==> config.mk <==
export PLATFORM = sky130hd
export DESIGN_NAME = session_counter_replay_window_unit
export DESIGN_NICKNAME = d
export VERILOG_FILES = /design/src/design/scrw_pkg.sv /design/src/design/scrw_window.sv /design/src/design/session_counter_replay_window_unit.sv
export SDC_FILE = /design/constraint.sdc
export NUM_CORES = 1
export LEC_CHECK = 0
export ABC_CLOCK_PERIOD_IN_PS = 5200
export CAP_MARGIN = 15
export CORE_ASPECT_RATIO = 1.1
export CORE_MARGIN = 2
export CORE_UTILIZATION = 25
export CTS_CLUSTER_SIZE = 25
export DETAILED_ROUTE_END_ITERATION = 8
export DONT_BUFFER_PORTS = 1
export MAX_ROUTING_LAYER = met4
export SLEW_MARGIN = 30
export SYNTH_ARGS = -nofsm -noshare
export SYNTH_HDL_FRONTEND = slang
export SYNTH_SLANG_ARGS = --single-unit
==> constraint.sdc <==
create_clock -name clk -period 5.2 [get_ports clk]
set_input_delay 0 -clock clk [delete_from_list [all_inputs] [get_ports clk]]
set_output_delay 0 -clock clk [all_outputs]
set_load 0.005 [all_outputs]
==> src/design/scrw_pkg.sv <==
// Shared types and constants for the session counter replay window unit.
`default_nettype none

package scrw_pkg;

  // Width of the seen-counter bitmap and of the window.
  localparam int unsigned BITMAP_W    = 64;
  localparam int unsigned WINDOW_SIZE = 64;
  localparam int unsigned BIT_IDX_W   = $clog2(BITMAP_W);

  localparam int unsigned COUNTER_W  = 64;
  localparam int unsigned RATCHET_W  = 32;
  localparam int unsigned CFG_IDX_W  = 2;
  localparam int unsigned CFG_DATA_W = 32;

  // Reset values of the configuration registers.
  localparam logic                  RATCHET_ENABLE_RST = 1'b1;
  localparam logic [RATCHET_W-1:0]  RATCHET_PERIOD_RST = 32'd1000;

  // Configuration register indexes.
  localparam logic [CFG_IDX_W-1:0] CFG_RATCHET_ENABLE = 2'd0;
  localparam logic [CFG_IDX_W-1:0] CFG_RATCHET_PERIOD = 2'd1;

  // Item modes.
  typedef enum logic [1:0] {
    MODE_OPEN  = 2'd0,
    MODE_SEND  = 2'd1,
    MODE_RECV  = 2'd2,
    MODE_CLOSE = 2'd3
  } mode_t;

  // Result status codes.
  typedef enum logic [1:0] {
    ST_OK       = 2'd0,
    ST_REPLAY   = 2'd1,
    ST_NOT_OPEN = 2'd2
  } status_t;

  // Outcome of one receive check against the window.
  typedef struct packed {
    logic                 replay;
    logic [COUNTER_W-1:0] highest;
    logic [BITMAP_W-1:0]  bitmap;
  } window_upd_t;

endpackage

`default_nettype wire

==> src/design/scrw_window.sv <==
// Sliding-window replay check for one received counter.
`default_nettype none

module scrw_window (
  input  logic [scrw_pkg::COUNTER_W-1:0] highest,
  input  logic [scrw_pkg::BITMAP_W-1:0]  bitmap,
  input  logic [scrw_pkg::COUNTER_W-1:0] received_counter,
  output scrw_pkg::window_upd_t          upd
);
  import scrw_pkg::*;

  logic                 at_or_below;
  logic [COUNTER_W-1:0] behind;
  logic [COUNTER_W-1:0] ahead;
  logic                 in_window;
  logic                 far_ahead;
  logic [BIT_IDX_W-1:0] idx;
  logic [BITMAP_W-1:0]  mark;

  // Distance to the highest counter in both directions
  assign at_or_below = (received_counter <= highest);
  assign behind      = highest - received_counter;
  assign ahead       = received_counter - highest;
  assign in_window   = (behind < COUNTER_W'(WINDOW_SIZE));
  assign far_ahead   = (ahead >= COUNTER_W'(BITMAP_W));
  assign idx         = behind[BIT_IDX_W-1:0];
  assign mark        = {{(BITMAP_W-1){1'b0}}, 1'b1} << idx;

  // Check an old counter against the bitmap, or slide the window forward
  always_comb begin
    upd.replay  = 1'b0;
    upd.highest = highest;
    upd.bitmap  = bitmap;
    if (at_or_below) begin
      if (!in_window || ((bitmap & mark) != '0)) begin
        upd.replay = 1'b1;
      end else begin
        upd.bitmap = bitmap | mark;
      end
    end else begin
      upd.highest = received_counter;
      if (far_ahead) begin
        upd.bitmap = {{(BITMAP_W-1){1'b0}}, 1'b1};
      end else begin
        upd.bitmap = (bitmap << ahead[BIT_IDX_W-1:0]) | {{(BITMAP_W-1){1'b0}}, 1'b1};
      end
    end
  end

endmodule

`default_nettype wire

==> src/design/session_counter_replay_window_unit.sv <==
// Top level of the session counter replay window unit.
//
// Usage:
//   Input channel (in_valid/in_ready) carries mode and received_counter.
//   Open starts a fresh session, send hands out the next send counter and
//   flags a due key ratchet, receive runs the 64-entry anti-replay window,
//   close clears the session. Every input transaction yields exactly one
//   result transaction on out_valid/out_ready (status, assigned_counter,
//   ratchet_due).
//   An accepted item waits in the input register and then loads the result
//   register, from which its result can be taken. Throughput: one item per
//   cycle while out_ready stays high; the session state is updated in the
//   same cycle that loads the result register, so the next item sees it at once.
//   Configuration (cfg_valid/cfg_ready, cfg_index, cfg_data) is always
//   ready; index 0 enables the ratchet, index 1 sets the ratchet period,
//   other indexes are ignored. Write it only while no item is in flight.
//   Reset: session closed, all counters and the bitmap zero, ratchet
//   enabled with a period of 1000, both pipeline registers empty.
//   Stall: while out_ready is low the result is held; one more item can
//   wait in the input register, after which in_ready drops.
`default_nettype none

module session_counter_replay_window_unit (
  input  logic                             clk,
  input  logic                             rst,
  // input channel
  input  logic                             in_valid,
  output logic                             in_ready,
  input  logic [1:0]                       mode,
  input  logic [scrw_pkg::COUNTER_W-1:0]   received_counter,
  // result channel
  output logic                             out_valid,
  input  logic                             out_ready,
  output logic [1:0]                       status,
  output logic [scrw_pkg::COUNTER_W-1:0]   assigned_counter,
  output logic                             ratchet_due,
  // configuration channel
  input  logic                             cfg_valid,
  output logic                             cfg_ready,
  input  logic [scrw_pkg::CFG_IDX_W-1:0]   cfg_index,
  input  logic [scrw_pkg::CFG_DATA_W-1:0]  cfg_data
);
  import scrw_pkg::*;

  // Configuration registers
  logic                 ratchet_enable;
  logic [RATCHET_W-1:0] ratchet_period;

  // Input register
  logic                 item_valid;
  mode_t                item_mode;
  logic [COUNTER_W-1:0] item_counter;

  // Session state
  logic                 session_open, session_open_next;
  logic [COUNTER_W-1:0] next_send_counter, next_send_counter_next;
  logic [COUNTER_W-1:0] highest_received, highest_received_next;
  logic [BITMAP_W-1:0]  seen_bitmap, seen_bitmap_next;
  logic [RATCHET_W-1:0] sends_since_ratchet, sends_since_ratchet_next;

  // Result values for the item in the input register
  status_t              res_status;
  logic [COUNTER_W-1:0] res_assigned;
  logic                 res_due;

  logic                 advance;
  logic [RATCHET_W-1:0] sends_inc;
  window_upd_t          win;

  // Move the held item into the result register when that register frees up
  assign advance  = item_valid && (!out_valid || out_ready);
  assign in_ready = !item_valid || advance;
  assign cfg_ready = 1'b1;

  // Take configuration writes
  always_ff @(posedge clk) begin
    if (rst) begin
      ratchet_enable <= RATCHET_ENABLE_RST;
      ratchet_period <= RATCHET_PERIOD_RST;
    end else if (cfg_valid) begin
      if (cfg_index == CFG_RATCHET_ENABLE) begin
        ratchet_enable <= cfg_data[0];
      end else if (cfg_index == CFG_RATCHET_PERIOD) begin
        ratchet_period <= cfg_data[RATCHET_W-1:0];
      end
    end
  end

  // Capture the input transaction
  always_ff @(posedge clk) begin
    if (rst) begin
      item_valid <= 1'b0;
    end else if (in_ready) begin
      item_valid <= in_valid;
    end
  end

  always_ff @(posedge clk) begin
    if (in_valid && in_ready) begin
      item_mode    <= mode_t'(mode);
      item_counter <= received_counter;
    end
  end

  // Replay window check for a receive
  scrw_window u_window (
    .highest          (highest_received),
    .bitmap           (seen_bitmap),
    .received_counter (item_counter),
    .upd              (win)
  );

  assign sends_inc = sends_since_ratchet + RATCHET_W'(1);

  // Compute the result and the session update for the held item
  always_comb begin
    session_open_next        = session_open;
    next_send_counter_next   = next_send_counter;
    highest_received_next    = highest_received;
    seen_bitmap_next         = seen_bitmap;
    sends_since_ratchet_next = sends_since_ratchet;
    res_status               = ST_OK;
    res_assigned             = '0;
    res_due                  = 1'b0;
    if (advance) begin
      case (item_mode)
        MODE_OPEN, MODE_CLOSE: begin
          session_open_next        = (item_mode == MODE_OPEN);
          next_send_counter_next   = '0;
          highest_received_next    = '0;
          seen_bitmap_next         = '0;
          sends_since_ratchet_next = '0;
        end
        MODE_SEND: begin
          if (!session_open) begin
            res_status = ST_NOT_OPEN;
          end else begin
            res_assigned             = next_send_counter;
            next_send_counter_next   = next_send_counter + COUNTER_W'(1);
            sends_since_ratchet_next = sends_inc;
            if (ratchet_enable && (sends_inc >= ratchet_period)) begin
              res_due                  = 1'b1;
              sends_since_ratchet_next = '0;
            end
          end
        end
        MODE_RECV: begin
          if (!session_open) begin
            res_status = ST_NOT_OPEN;
          end else if (win.replay) begin
            res_status = ST_REPLAY;
          end else begin
            highest_received_next = win.highest;
            seen_bitmap_next      = win.bitmap;
          end
        end
        default: begin
          res_status = ST_OK;
        end
      endcase
    end
  end

  // Update the session state
  always_ff @(posedge clk) begin
    if (rst) begin
      session_open        <= 1'b0;
      next_send_counter   <= '0;
      highest_received    <= '0;
      seen_bitmap         <= '0;
      sends_since_ratchet <= '0;
    end else begin
      session_open        <= session_open_next;
      next_send_counter   <= next_send_counter_next;
      highest_received    <= highest_received_next;
      seen_bitmap         <= seen_bitmap_next;
      sends_since_ratchet <= sends_since_ratchet_next;
    end
  end

  // Hold the result until the receiver takes it
  always_ff @(posedge clk) begin
    if (rst) begin
      out_valid <= 1'b0;
    end else if (advance) begin
      out_valid <= 1'b1;
    end else if (out_ready) begin
      out_valid <= 1'b0;
    end
  end

  always_ff @(posedge clk) begin
    if (advance) begin
      status           <= res_status;
      assigned_counter <= res_assigned;
      ratchet_due      <= res_due;
    end
  end

endmodule

`default_nettype wire

After elaboration in Yosys (flattened, before gate mapping)
Cells that the tools add are included.
W data, S select, Z words.
{"block": "totals", "regBits": 393}
{"block": "op_classes", "order_cmp": 4, "n_eq_ne": 9, "n_bitwise": 3, "muxes": 24, "n_reduce_logical": 23, "add_sub_neg": 4, "shift": 2}
{"cell": "$mux W64", "n": 9}
{"cell": "$pmux W64 S2", "n": 3}
{"cell": "$sub A64 B64 Y64", "n": 2}
{"cell": "$add A64 B1 Y64 const B", "n": 1}
{"cell": "$and A64 B64 Y64", "n": 1}
{"cell": "$ge A64 B7 Y1 const B", "n": 1}
{"cell": "$le A64 B64 Y1", "n": 1}
{"cell": "$lt A64 B7 Y1 const B", "n": 1}
{"cell": "$mux W32", "n": 2}
{"cell": "$or A64 B64 Y64", "n": 1}
{"cell": "$pmux W32 S2", "n": 1}
{"cell": "$reduce_bool A64 Y1", "n": 1}
{"cell": "$shl A1 B6 Y64 const A", "n": 1}
{"cell": "$shl A64 B6 Y64", "n": 1}
{"cell": "$add A32 B1 Y32 const B", "n": 1}
{"cell": "$ge A32 B32 Y1", "n": 1}
{"cell": "$reduce_and A5 Y1", "n": 2}
{"cell": "$ne A2 B2 Y1 const B", "n": 4}
{"cell": "$mux W1", "n": 6}
{"cell": "$reduce_and A2 Y1", "n": 3}
{"cell": "$reduce_and A3 Y1", "n": 2}
{"cell": "$reduce_bool A2 Y1", "n": 3}
{"cell": "$eq A2 B1 Y1 const B", "n": 2}
{"cell": "$eq A2 B2 Y1 const B", "n": 2}
{"cell": "other kinds (9)", "n": 17}

Logic depth before layout (Yosys ltp)
{"block": "logic_depth", "ltp_word": 10, "ltp_mapped": 23, "ltp_nobuf": 22}

Cells and area by module
Synthesis repeated with hierarchy kept, for this count alone.
{"block": "unflattened", "cells_unflattened": 4239, "area_unflattened_um2": 32562.5}
{"module": "scrw_window", "cells_per_inst": 2633, "area_each_um2": 16706.0, "instances": 1}
{"module": "session_counter_replay_window_unit", "cells_per_inst": 1606, "area_each_um2": 15856.5, "instances": 1}

Worst setup path before layout
No wires, ideal clock.
{"block": "synth_timing", "path_type": "register to register", "startpoint": "register sends_since_ratchet[0]", "endpoint": "register sends_since_ratchet[26]", "arrival_ns": 4.136, "period_less_slack_ns": 4.227, "slack_ns": 0.973, "setup_ns": 0.091, "path_stages_with_launch": 23, "n_path_buf": 1, "t_required_ns": 5.109, "path_cell_list": "dfxtp_1 -> ha_1 -> nand3_1 -> nor2_1 -> and2_1 -> and3_1 -> nand3_1 -> nor2_1 -> nand2_1 -> xnor2_1 -> ha_1 -> a21o_1 -> a21o_1 -> a21oi_1 -> nor2b_1 -> o21ai_0 -> nand2b_1 -> a21oi_1 -> a21boi_0 -> nor3_1 -> clkbuf_1 -> nand2_1 -> a311oi_1"}
{"block": "synth_between", "elab_chain_len": 6}
{"item": "from (decl)", "line": "session_counter_replay_window_unit.sv:59", "text": "logic [RATCHET_W-1:0] sends_since_ratchet, sends_since_ratchet_next;"}
{"item": "from (signal assigned)", "line": "session_counter_replay_window_unit.sv:177", "text": "sends_since_ratchet <= sends_since_ratchet_next;"}
{"item": "$add A32 B1 Y32 *", "line": "session_counter_replay_window_unit.sv:113", "text": "assign sends_inc = sends_since_ratchet + RATCHET_W'(1);"}
{"item": "$ge A32 B32 Y1", "line": "session_counter_replay_window_unit.sv:141", "text": "if (ratchet_enable && (sends_inc >= ratchet_period)) begin"}
{"item": "$logic_and A1 B1 Y1", "line": "session_counter_replay_window_unit.sv:141"}
{"item": "$mux W32 *", "line": "session_counter_replay_window_unit.sv:141"}
{"item": "$mux W32 *", "line": "session_counter_replay_window_unit.sv:135", "text": "if (!session_open) begin"}
{"item": "$pmux W32 S2 *", "line": "session_counter_replay_window_unit.sv:126", "text": "case (item_mode)"}
Every way passes the cells marked *; elsewhere a longest branch is shown, timed or not. The select of a mux whose other input is x is not followed.
A chain may end at the register's enable or synchronous reset.

Final worst setup path
{"block": "layout_timing", "startpoint": "register item_counter[0]", "endpoint": "register seen_bitmap[42]"}
{"block": "layout_between", "elab_chain_len": 9}
{"item": "from (decl)", "line": "session_counter_replay_window_unit.sv:52", "text": "logic [COUNTER_W-1:0] item_counter;"}
{"item": "from (signal assigned)", "line": "session_counter_replay_window_unit.sv:101", "text": "item_counter <= received_counter;"}
{"item": "branches (longest 9 deep; another with $sub A64 B64 Y64)"}
{"item": "to (signal assigned)", "line": "session_counter_replay_window_unit.sv:176", "text": "seen_bitmap <= seen_bitmap_next;"}
{"item": "to (decl)", "line": "session_counter_replay_window_unit.sv:58", "text": "logic [BITMAP_W-1:0] seen_bitmap, seen_bitmap_next;"}
Parallel ways; which one is timed is not known. The select of a mux whose other input is x is not followed.

==> flow_metrics.env <==
export IMPL_max_slew_margin_rel=0.351
export IMPL_io_pins=175
export IMPL_crit_type="flop to flop"
export IMPL_fmax_mhz=201
export IMPL_syn_num_nets=4127
export IMPL_place_hpwl_um=105000
export IMPL_core_sq_mm=0.122
export IMPL_die_w_um=338
export IMPL_p_leak_nw=14.5
export IMPL_yosysSeqAreaShare=0.299
export IMPL_synthTopCellsByArea="dfxtp_1 17%, edfxtp_1 13%, ha_1 6.7%, a21oi_1 5.9%, nand2_1 5.3%"
export IMPL_routedWlPerCell_um=23.3
export IMPL_crit_chain="inv_1 > ha_4 > inv_1 > fa_2 > a211oi_4 > o21ai_2 > a2111o_1 > o211ai_1 > o31ai_1 > a2111oi_2 > buf_4 > nand4_1 > or4_1 > nor4b_1 > buf_4 > nand4b_1 > buf_6 > buf_12 > o22ai_1 > o311a_1"
export IMPL_initial_core_util=0.252
export IMPL_finalCriticalPeriod_ps=4970
export IMPL_yosysUniqueCellTypes=105
export IMPL_io_buffers=0
export IMPL_drc=0
export IMPL_powerDensity_mw_per_mm2=227
export IMPL_cts_root_buf="clkbuf_16"
export IMPL_irDropWorstVdd_v=0.000276
export IMPL_viasPerCell=5.46
export IMPL_final_max_slew_viol_count=0
export IMPL_cts_buffers=43
export IMPL_maxCapViolCount=0
export IMPL_cpPeakStageDelay_ps=550
export IMPL_crit_arrival_ps=5540
export IMPL_cp_required_ps=5770
export IMPL_routed_wl_um=136000
export IMPL_worst_slack_ps=229
export IMPL_fin_crit_sh=0.956
export IMPL_nNetsFinal=4425
export IMPL_power_frac_comb=0.223
export IMPL_clock_path_buffers=3
export IMPL_rsz0062_at_grt="false"
export IMPL_pwr_share_seq=0.387
export IMPL_antenna_found_initial=7
export IMPL_clk_latency_ps=630
export IMPL_cts_tree="yes"
export IMPL_p_int_mw=5.85
export IMPL_worst_slew_pin_slew_ps=963
export IMPL_grt_max_degree=139
export IMPL_yosys_most_used_dff="dfxtp_1"
export IMPL_vias=31800
export IMPL_total_power_mw=8.60
export IMPL_status="complete, no violations"
export IMPL_yosysMostFrequentCell="nand2_1"
export IMPL_netlist_top_cells_count="431 x nand2_1, 382 x nor2_1, 361 x a21oi_1, 260 x dfxtp_1, 216 x inv_1"
export IMPL_path_max_fanout=26
export IMPL_synth_seq_cells=393
export IMPL_setup_viol=0
export IMPL_hold_viol_final=0
export IMPL_avgSynthCellArea_sq_um=7.97
export IMPL_ys_warn_count=0
export IMPL_startpoint_type="flop"
export IMPL_syn_to_final_growth_pct=23.3
export IMPL_place_ws_ps=-139
export IMPL_synth_top_area_cell="dfxtp_1"
export IMPL_syn_area_sq_mm=0.0307
export IMPL_drtPass1Iterations=6
export IMPL_clkTransAtPathRegs_ps=60
export IMPL_switching_share=0.320
export IMPL_htree_levels=2
export IMPL_dieArea_sq_mm=0.126
export IMPL_clock_sinks=393
export IMPL_holdCritPathClass="primary input to flop"
export IMPL_clkPwrFrac=0.390
export IMPL_die_h_um=372
export IMPL_grt_use_total=0.212
export IMPL_gp_routability_congestion=1.01
export IMPL_critPathCaptureType="flop"
export IMPL_slowest_stage="or4_1"
export IMPL_grt_pass1_vias=30600
export IMPL_synth_edf_count=133
export IMPL_fin_worst_skew_ps=43.8
export IMPL_p_switching_mw=2.75
export IMPL_route_antenna_remaining_nets=0
export IMPL_final_util=0.311
export IMPL_rows=134
export IMPL_netlist_area_leader_share=0.169
export IMPL_grt_remaining_overflow=0
export IMPL_drive_above_1_share=0.122
export IMPL_synth_async_reset_ratio=0
export IMPL_syn_inst=3856
export IMPL_drtIter0Drc=2979
export IMPL_grt_pass1_wl_um=199000
==> layout by cell type, fill, tap and decap left out, types with 13 or more instances in the layout <==
cell	n
nand3_1	98
a31oi_1	30
xnor2_1	75
xor2_1	70
o31ai_1	18
nor3_1	65
and2_1	16
a22oi_1	103
o21ai_1	15
a221oi_1	13
nor4_1	29
o21ai_0	187
o211ai_1	32
nand2b_1	18
o21bai_1	15
ha_1	158
mux4_2	31
a21oi_1	356
and3_1	101
nor2b_1	21
o21a_1	32
mux2i_1	104
buf_4	285
nand2_1	430
edfxtp_1	133
o22ai_1	41
dlygate4sd3_1	190
a211oi_1	50
inv_1	215
o2111ai_1	19
a21o_1	44
clkbuf_16	43
and4_1	32
nand4_1	91
nor2_1	380
o311a_1	34
or3_1	13
dfxtp_1	260
==> metrics by stage <==
stage | TNS (ps) | instance area [sq um] | instances | hold slack [ps]
after floorplan | 0 | 30700 | 3856 | 98.9
after global placement | -8670 | 34200 | 5544 | 98.9
after detailed placement | -4340 | 34200 | 5544 | 98.9
after CTS | 0 | 37600 | 5812 | 0.0518
after global routing | 0 | 37900 | 5826 | 10.0
final | 0 | 37900 | 5826 | 16.4
==> worst max-delay path: cells and delay by family (launching register included) <==
family,cells,cell delay (ps)
and+or+nand+nor,4,1160
AOI/OAI and AO/OA,8,1900
DFF,1,420
adders and majority gates,2,500
buffers and inverters,6,900
==> registers in the layout, indices dropped and copies added (netlist names) <==
name and count:
highest_received 64, next_send_counter 64, item_valid 1, item_counter 64, assigned_counter 64, ratchet_due 1
ratchet_period 32, session_open 1, item_mode 2, out_valid 1, ratchet_enable 1, seen_bitmap 64
status 2, sends_since_ratchet 32
==> routing by layer <==
layer | GRT usage | part of all wire | wire length [um]
met5 | - | 0 | 0
met4 | 0.0962 | 0.051 | 6900
met3 | 0.0220 | 0.054 | 7330
met2 | 0.349 | 0.47 | 63900
met1 | 0.262 | 0.42 | 57400
==> final timing paths <==
check / from / to / slack (ps) / cells past startpoint
worst max-delay path: item_counter[0] / seen_bitmap[42] / 230 / 20
worst min-delay path: out_ready / next_send_counter[3] / 20 / 5
worst max register to register: item_counter[0] / seen_bitmap[42] / 230 / 20
worst min register to register: ratchet_period[13] / ratchet_period[13] / 460 / 2
==> power by group through the flow <==
stage | logic (mW) | clock network (mW) | registers, mW
after floorplan | 1.05 | 0 | 3.36
after global placement | 1.72 | 0 | 3.40
after detailed placement | 1.71 | 0 | 3.40
after CTS | 1.85 | 3.42 | 3.33
after global routing | 2.02 | 3.53 | 3.34
final | 1.92 | 3.35 | 3.33
==> repair_timing <==
item | in CTS | in global routing
gates resized for setup | 5 | 32
buffers inserted | 0 | 4
hold buffers | 189 | 2
pin swaps | 0 | 5
hold endpoints to repair | 237 | 2
setup endpoints to repair | 60 | 64
==> final cells by class <==
class | instances | area (sq um)
clock inverters | 23 | 342
flip-flops and latches | 393 | 9200
fillers | 13000 | 83800
inverters | 218 | 818
well taps | 1632 | 2040
repair buffers | 487 | 4280
multi-input cells | 3011 | 20000
diodes | 6 | 15.0
clock buffers | 56 | 1180
==> cells by family (layout without fill, tap and decap cells) <==
| kind of cell | Yosys count | in the layout | synth area share |
|---|---|---|---|
| AO/OA/AOI/OAI | 1174 | 1174 | 0.255 |
| XOR/XNOR | 156 | 156 | 0.0449 |
| adder cells (fa/ha/maj) | 166 | 166 | 0.0681 |
| buffers and inverters | 452 | 784 | 0.0593 |
| flip-flops | 393 | 393 | 0.299 |
| multiplexers | 148 | 148 | 0.0613 |
| other | 1 | 7 | 0.000122 |
| AND/OR/NAND/NOR | 1366 | 1366 | 0.212 |
(Power assumes the default switching activity.)
